**src/rtl/lsb_pkg.sv**
```systemverilog
// Shared types and constants for the layered sprite list buffer.
// Used by lsb_ctrl, lsb_dp and the top level; depends on nothing.
package lsb_pkg;

  // Sizing
  localparam int SPRITE_SLOTS = 128;
  localparam int MATRIX_SLOTS = 32;
  localparam int LAYERS       = 4;

  localparam int NODE_W  = 8;
  localparam int CNT_W   = 8;
  localparam int SPR_AW  = (SPRITE_SLOTS > 1) ? $clog2(SPRITE_SLOTS) : 1;
  localparam int MAT_AW  = (MATRIX_SLOTS > 1) ? $clog2(MATRIX_SLOTS) : 1;
  localparam int MCNT_W  = $clog2(MATRIX_SLOTS + 1);
  localparam int SPR_W   = NODE_W + 48;
  localparam int MAT_W   = 64;

  localparam logic [NODE_W-1:0] NIL        = 8'hFF;
  localparam logic [2:0]        LAST_LAYER = 3'(LAYERS - 1);

  // Command codes of an input item
  typedef enum logic [2:0] {
    CMD_CLEAR       = 3'd0,
    CMD_ADD         = 3'd1,
    CMD_ADD_AFFINE  = 3'd2,
    CMD_NEXT_SPRITE = 3'd3,
    CMD_NEXT_MATRIX = 3'd4
  } cmd_e;

  // Datapath operations issued by the controller, one per cycle
  typedef enum logic [3:0] {
    OP_NONE,
    OP_CLEAR,
    OP_ADD,
    OP_ADD_AFFINE,
    OP_ZERO,
    OP_MAT_READ,
    OP_MAT_EMIT,
    OP_MAT_EMPTY,
    OP_SCAN_TAKE_NODE,
    OP_SCAN_TAKE_TAIL,
    OP_SCAN_DOWN,
    OP_SCAN_EMPTY,
    OP_SPR_EMIT
  } dp_op_e;

  typedef enum logic [2:0] {
    ST_IDLE,
    ST_EXEC,
    ST_SCAN,
    ST_SREAD,
    ST_MREAD
  } state_e;

  typedef struct packed {
    logic [2:0]         command;
    logic [2:0]         layer;
    logic [15:0]        attr_word0;
    logic [15:0]        attr_word1;
    logic [15:0]        attr_word2;
    logic signed [15:0] mat_a;
    logic signed [15:0] mat_b;
    logic signed [15:0] mat_c;
    logic signed [15:0] mat_d;
  } in_item_t;

  typedef struct packed {
    logic               accepted;
    logic [4:0]         affine_slot;
    logic               present;
    logic [15:0]        out_attr0;
    logic [15:0]        out_attr1;
    logic [15:0]        out_attr2;
    logic signed [15:0] out_a;
    logic signed [15:0] out_b;
    logic signed [15:0] out_c;
    logic signed [15:0] out_d;
    logic               last_of_pass;
  } out_item_t;

  // Controller to datapath
  typedef struct packed {
    dp_op_e op;
    logic   capture;
    logic   publish;
  } ctl_t;

  // Datapath to controller
  typedef struct packed {
    logic [2:0] cmd;
    logic       add_ok;
    logic       affine_ok;
    logic       node_ok;
    logic       tail_ok;
    logic       layer_zero;
    logic       mat_avail;
    logic       res_pend;
    logic       out_free;
  } status_t;

endpackage

```
**src/rtl/lsb_ctrl.sv**
```systemverilog
// Controller state machine of the layered sprite list buffer.
// Depends on lsb_pkg; drives datapath operations from datapath status.
module lsb_ctrl (
  input  logic             clk_i,
  input  logic             rst_ni,
  input  logic             in_valid_i,
  output logic             in_stall_o,
  input  lsb_pkg::status_t status_i,
  output lsb_pkg::ctl_t    ctl_o
);
  import lsb_pkg::*;

  state_e state_q, state_d;
  dp_op_e scan_op;
  state_e scan_next;

  always_ff @(posedge clk_i or negedge rst_ni) begin
    if (!rst_ni) begin
      state_q <= ST_IDLE;
    end else begin
      state_q <= state_d;
    end
  end

  // One step of the layer walk: current node, else layer head, else go down, or end the pass at layer 0
  always_comb begin
    priority if (status_i.node_ok) begin
      scan_op   = OP_SCAN_TAKE_NODE;
      scan_next = ST_SREAD;
    end else if (status_i.tail_ok) begin
      scan_op   = OP_SCAN_TAKE_TAIL;
      scan_next = ST_SREAD;
    end else if (status_i.layer_zero) begin
      scan_op   = OP_SCAN_EMPTY;
      scan_next = ST_IDLE;
    end else begin
      scan_op   = OP_SCAN_DOWN;
      scan_next = ST_SCAN;
    end
  end

  // Next state and operations
  always_comb begin
    state_d       = state_q;
    in_stall_o    = !((state_q == ST_IDLE) && (!status_i.res_pend || status_i.out_free));
    ctl_o.op      = OP_NONE;
    ctl_o.publish = status_i.res_pend && status_i.out_free;
    ctl_o.capture = in_valid_i && !in_stall_o;

    unique case (state_q)
      ST_IDLE: begin
        if (ctl_o.capture) begin
          state_d = ST_EXEC;
        end
      end
      ST_EXEC: begin
        unique case (status_i.cmd)
          CMD_CLEAR: begin
            ctl_o.op = OP_CLEAR;
            state_d  = ST_IDLE;
          end
          CMD_ADD: begin
            ctl_o.op = status_i.add_ok ? OP_ADD : OP_ZERO;
            state_d  = ST_IDLE;
          end
          CMD_ADD_AFFINE: begin
            ctl_o.op = status_i.affine_ok ? OP_ADD_AFFINE : OP_ZERO;
            state_d  = ST_IDLE;
          end
          CMD_NEXT_SPRITE: begin
            ctl_o.op = scan_op;
            state_d  = scan_next;
          end
          CMD_NEXT_MATRIX: begin
            if (status_i.mat_avail) begin
              ctl_o.op = OP_MAT_READ;
              state_d  = ST_MREAD;
            end else begin
              ctl_o.op = OP_MAT_EMPTY;
              state_d  = ST_IDLE;
            end
          end
          default: begin
            // unused command codes give an all-zero result
            ctl_o.op = OP_ZERO;
            state_d  = ST_IDLE;
          end
        endcase
      end
      ST_SCAN: begin
        ctl_o.op = scan_op;
        state_d  = scan_next;
      end
      ST_SREAD: begin
        ctl_o.op = OP_SPR_EMIT;
        state_d  = ST_IDLE;
      end
      ST_MREAD: begin
        ctl_o.op = OP_MAT_EMIT;
        state_d  = ST_IDLE;
      end
      default: begin
        state_d = ST_IDLE;
      end
    endcase
  end

endmodule

```
**config.mk**
```make
export PLATFORM = sky130hd
export DESIGN_NAME = lsb_ctrl
export DESIGN_NICKNAME = d
export VERILOG_FILES = /design/src/rtl/lsb_pkg.sv /design/src/rtl/lsb_ctrl.sv
export SDC_FILE = /design/constraint.sdc
export NUM_CORES = 1
export LEC_CHECK = 0
export ABC_CLOCK_PERIOD_IN_PS = 3300
export BUFFER_PORTS_ARGS = -buffer_cell sky130_fd_sc_hd__buf_2
export CORE_AREA = 8 8 45 47
export DETAILED_ROUTE_END_ITERATION = 16
export DIE_AREA = 0 0 53 55
export PLACE_DENSITY_LB_ADDON = 0.15
export SLEW_MARGIN = 5
export SYNTH_ARGS = -nofsm -noshare
export SYNTH_HDL_FRONTEND = slang
export SYNTH_SLANG_ARGS = --single-unit
export TNS_END_PERCENT = 10
```
**constraint.sdc**
```tcl
create_clock -name clk_i -period 3.3 [get_ports clk_i]
set_clock_uncertainty 0.1 [all_clocks]
set_input_delay 0.66 -clock clk_i [delete_from_list [all_inputs] [get_ports clk_i]]
set_output_delay 0.66 -clock clk_i [all_outputs]
set_load 0.05 [all_outputs]
```
==> impl_metrics.ini, run 1 <==
[synth]
syn_nets = 61
synth_area_um2 = 367.9
yosysWarningCount = 0
ys_ff_latch = 3
synth_cells = 47
synth_top_area_cell = dfrtp_1
ys_top_cells_by_area = dfrtp_1 20%, nor3b_1 8.2%, o21bai_1 8.2%, a2111oi_4 7.5%, a21oi_1 6.8%
syn_area_per_cell_um2 = 7.827
seq_area_frac_synth = 0.2041
synth_cell_types = 22
yosysTopAreaCellShare = 0.2041

[critical_path]
crit_required_ps = 2540
timing.rr.end = state_q[0]
r2r-start = state_q[2]
startpoint_type = primary input
max_stage_delay_ps = 380
crit_fanout = 10
crit_family = buffers and inverters
r2r_cells = 3
arrival_ps = 1790
critPathCaptureType = output pin
crit_buf_inv = 2
crit_type = primary input to output pin
cp_cell_sequence = buf_2, or3b_1, a21oi_1, a21oi_1, o22ai_1, buf_2
ff2ff_setup_slack_ps = 1990
critPathSlowestCell = or3b_1

[global_routing]
grt_pass1_wl_um = 1863
grt_pass1_vias = 435
track_usage = 0.08320
antenna_found_initial = 0
grt_max_degree = 11
grt.overflow.total = 0

[timing]
period_share = 0.7741
setup_tns_ps = 0
worstMarginPinSlew_ps = 332.7
drv_slew = 0
finalHoldViolations = 0
period_needed_ps = 2554
relSlewSlack = 0.7782
max_freq_mhz = 391.5
rsz0062_at_grt = false
setup_viol = 0

[job]
maxCapViolations = 0

[placed_design]
gp_congestion = 0.6851
io_buffers = 20
dp_hpwl_um = 861.3

[layout]
top_register = state_q
nets = 83
final_cell_mix = 20 x buf_2, 6 x nor2_1, 5 x a21oi_1
reg_top3 = state_q (3)
final_common_cell = buf_2
fin_util = 0.3562
syn2layout_area_growth_pct = 34.01
diodes = 0
largest_register_ffs = 3
layout-drive-gt1-share = 0.3824

[clock_network]
cts_resized = 0
root_buffer = clkbuf_4
tritoncts = yes
ctsHoldBuffers = 0
cts.clk_slew.worst_paths_ps = 40
clk_latency_ps = 230
tritoncts_num_sinks = 3
cts_buffers = 3
clock_path_buffers = 2
htreeDepth = 1
post-cts-setup-buffer-count = 0

[power]
vdd_drop_max_mv = 0.08698
p_leak_nw = 0.2330
pwr_density_cell_nw_per_um2 = 470.2
finalPower_mw = 0.2318

[detailed_routing]
routed_wl_um = 1065
num_vias = 402
wire_per_inst_um = 12.68
drc = 0
first_pass_iters = 2
drt-vias-per-instance = 4.786
drt.antenna.violating_nets = 0
drt_iter0_markers = 3

[floorplan]
die_h_um = 55
coreArea_um2 = 1384
initial_core_util = 0.2658
rows = 14
num_io_pins = 21
die_x_um = 53
die_area_um2 = 2915

[outcome]
outcome = finished clean

[hold_path]
hold_path_class = primary input to async pin
==> routing by layer <==
layer	wire length, um	track usage	up-vias
met4	0	0.05172	0
met2	451	0.1191	15
li1	-	-	213
met3	113	0.03476	0
met1	499	0.1008	174
met5	0	0	-
==> worst max-delay path by stage <==
| stage | from | to | slack [ps] | cells past startpoint |
|---|---|---|---|---|
| after floorplan | status_i[5] | ctl_o[2] | 130 | 2 |
| after CTS | status_i[9] | ctl_o[3] | 740 | 6 |
| final | status_i[9] | ctl_o[3] | 750 | 6 |
| after global routing | status_i[9] | ctl_o[3] | 620 | 6 |
| after global placement | status_i[9] | ctl_o[3] | 770 | 6 |
| after detailed placement | status_i[9] | ctl_o[3] | 750 | 6 |
==> kinds of logic after synthesis <==
| kind of cell | synth area share |
|---|---|
| muxes | 0.03061 |
| AOI/OAI and AO/OA | 0.3334 |
| DFF | 0.2041 |
| and+or+nand+nor | 0.3436 |
| buffers and inverters | 0.08843 |
==> through the flow <==
stage               area (um^2)  std cells  hold WS [ps]  setup slack, ps
finish                    493.0         84         110.9            745.6
global route              493.0         84         98.24            624.0
CTS                       493.0         84         101.0            739.5
detailed placement        466.7         80         358.5            749.7
global placement          466.7         80         357.6            770.0
floorplan                 367.9         47         264.4            126.0
==> synth_stat cells <==
cell       count
nor2_1         6
a21oi_1        5
nor3b_1        4
o21bai_1       4
dfrtp_1        3
inv_1          3
and2_1         2
buf_2          2
nand2_1        2
nand3b_1       2
o21ai_0        2
o41ai_1        2
a2111oi_4      1
a31oi_1        1
and2b_2        1
and4_1         1
buf_6          1
mux2_2         1
nand2b_1       1
nor4_1         1
o22ai_1        1
or3b_1         1
==> area by class of cell <==
| cell class | instances | area [um^2] |
|---|---|---|
| clock buffers | 4 | 26.28 |
| flip-flops and latches | 3 | 75.07 |
| multi-input cells | 38 | 260.3 |
| well taps | 16 | 20.02 |
| repair buffers | 20 | 100.1 |
| fillers | 165 | 890.9 |
| inverters | 3 | 11.26 |
==> report_power, final <==
part	leakage, nW	internal, mW	switching (mW)
Sequential	0.0403	0.0414	0.0129
Clock	0.0150	0.0455	0.0212
Combinational	0.178	0.0369	0.0740
Total	0.233	0.124	0.108
No activity file was read; power rests on OpenSTA's default activity.
==> run 2: changes to the inputs <==
ABC_AREA = 1   (was default)
ABC_CLOCK_PERIOD_IN_PS = 2100   (was 3300)
clock period = 2.1 ns   (was 3.3 ns; I/O delays follow)
==> run 2 against run 1 <==
  * Register-to-register slack got worse by 980 ps
  * Core utilization rose by 3.5 points
  * Sequential power rose by 39%
  * Largest cell class unchanged
  * Largest power group unchanged
  * Critical endpoint is now ctl_o[4]
==> impl_metrics.ini, run 2 <==
[outcome]
outcome = finished clean

[timing]
rsz0062_at_grt = false
drv_slew = 0
relSlewSlack = 0.8340
fin_ws_ps = 145.3
setup_tns_ps = 0
setup_viol = 0
max_freq_mhz = 511.6
finalHoldViolations = 0
period_share = 0.9308
period_needed_ps = 1955
worstMarginPinSlew_ps = 250.7

[critical_path]
critPathCaptureType = output pin
startpoint_type = flop
arrival_ps = 1430
crit_fanout = 5
crit_type = flop to output pin
crit_required_ps = 1580

[synth]
ys_ff_latch = 3
synth_cell_types = 19
syn_nets = 74
synth_common_cells = 11 x inv_1, 11 x nand2_1, 6 x nor2_1
synth_ff_type = dfrtp_1
ys_top_cells_by_area = dfrtp_1 19%, nor2_4 12%, inv_1 11%, nand2_1 11%, nor2_1 5.8%
seq_area_frac_synth = 0.1948
yosysWarningCount = 0
yosysTopAreaCellShare = 0.1948
synth_top_area_cell = dfrtp_1
synth_area_um2 = 385.4
synth_cells = 60
synth_enable_flop_cells = 0
syn_area_per_cell_um2 = 6.423
synthArstFlopShare = 1.000

[layout]
fillers = 173
largest_register_ffs = 3
final_cell_mix = 20 x buf_2, 11 x nand2_1, 11 x inv_1
diodes = 0
top_register = state_q
syn2layout_area_growth_pct = 40.58
layout-drive-gt1-share = 0.4588
final_common_cell = buf_2
nets = 100
reg_top3 = state_q (3)

[detailed_routing]
drt-vias-per-instance = 4.465
drt_iter0_markers = 4
drc = 0
first_pass_iters = 2
wire_per_inst_um = 9.970
drt.antenna.violating_nets = 0
num_vias = 451
routed_wl_um = 1007

[job]
maxCapViolations = 0

[placed_design]
place_ws_ps = 281.2
gp_congestion = 0.6834
io_buffers = 20
dp_hpwl_um = 884.4

[power]
pwr_density_cell_nw_per_um2 = 718.2
p_leak_nw = 0.3075
vdd_drop_max_mv = 0.3085

[floorplan]
die_x_um = 53
num_io_pins = 21
rows = 14
die_area_um2 = 2915
coreArea_um2 = 1384
initial_core_util = 0.2785
die_h_um = 55

[global_routing]
track_usage = 0.08210
antenna_found_initial = 0
grt_max_degree = 6
grt.overflow.total = 0
grt_pass1_vias = 480
grt_pass1_wl_um = 1787

[clock_network]
tritoncts_num_sinks = 3
tritoncts = yes
cts_buffers = 3
clock_path_buffers = 2
root_buffer = clkbuf_4
clk_latency_ps = 230
htreeDepth = 1
cts.clk_slew.worst_paths_ps = 40
cts_resized = 0

[hold_path]
hold_path_class = primary input to flop
-- run 2: cell count changes in the layout (fill, tap and decap cells not counted), moves of 3 or more --
cell / before / now
nor2_4: 0 / 4
o21ai_1: 0 / 3
nor3b_1: 4 / 0
a21oi_1: 5 / 0
inv_1: 3 / 11
o21bai_1: 4 / 1
nand3_1: 0 / 4
inv_2: 0 / 4
nand2_1: 2 / 11
-- run 2: area by class of cell --
class | instances | area (um^2) | share of cell area
repair buffers | 21 | 110.1 | 0.2032
well taps | 16 | 20.02 | 0.03695
inverters | 15 | 56.30 | 0.1039
multi-input cells | 42 | 254.0 | 0.4688
flip-flops and latches | 3 | 75.07 | 0.1386
clock buffers | 4 | 26.28 | 0.04850
-- run 2: path summary, 6_finish.rpt --
path                              end        start  cells after the start  slack, ps
min in group asynchronous  state_q[0]       rst_ni                      2        410
setup / recovery             ctl_o[4]   state_q[2]                      6        150
setup reg to reg           state_q[2]   state_q[2]                      5       1010
hold reg to reg            state_q[2]   state_q[1]                      3        580
max in group asynchronous  state_q[2]       rst_ni                      2       1380
hold / removal             state_q[1]  status_i[3]                      2        280
-- run 2: critical path, cell delays in order, from the launching register on --
cell,delay [ps]
dfrtp_1,400
inv_2,80
nand2_2,70
nor2_4,150
inv_2,60
o21bai_1,160
buf_2,290
-- run 2: what timing repair did --
action	in CTS	in global routing
hold endpoints to repair	3	0
setup buffers	0	0
hold buffers	1	0
-- run 2: layer usage --
layer / wire length (um) / share of wire / track usage
met1: 438 / 0.43 / 0.08702
met3: 60 / 0.060 / 0.02674
met2: 478 / 0.47 / 0.1328
met5: 0 / 0 / 0
met4: 30 / 0.030 / 0.06466
-- run 2: logic make-up (layout without fill, tap and decap cells) --
| kind of cell | Yosys count | after routing | synth area share |
|---|---|---|---|
| DFF | 3 | 3 | 0.1948 |
| AOI/OAI and AO/OA | 10 | 10 | 0.1754 |
| and+or+nand+nor | 32 | 32 | 0.4837 |
| buffers and inverters | 15 | 40 | 0.1461 |
-- run 2: where the power goes --
group	switching [mW]	total, mW	internal [mW]
logic	0.155	0.213	0.0587
registers	0.0103	0.0757	0.0654
clock network	0.0290	0.100	0.0712
-- run 2: through the flow --
stage          hold WS [ps]  power (mW)    util  std cells  instance area (um^2)
2_1_floorplan         24.41      0.2373       -         60                 385.4
3_3_place_gp          116.9      0.2915  0.3653         96                 505.5
3_5_place_dp          117.4      0.2906  0.3653         96                 505.5
4_1_cts               278.6      0.3966  0.3915        101                 541.8
5_1_grt               276.3      0.4246  0.3915        101                 541.8
6_report              278.7      0.3891  0.3915        101                 541.8
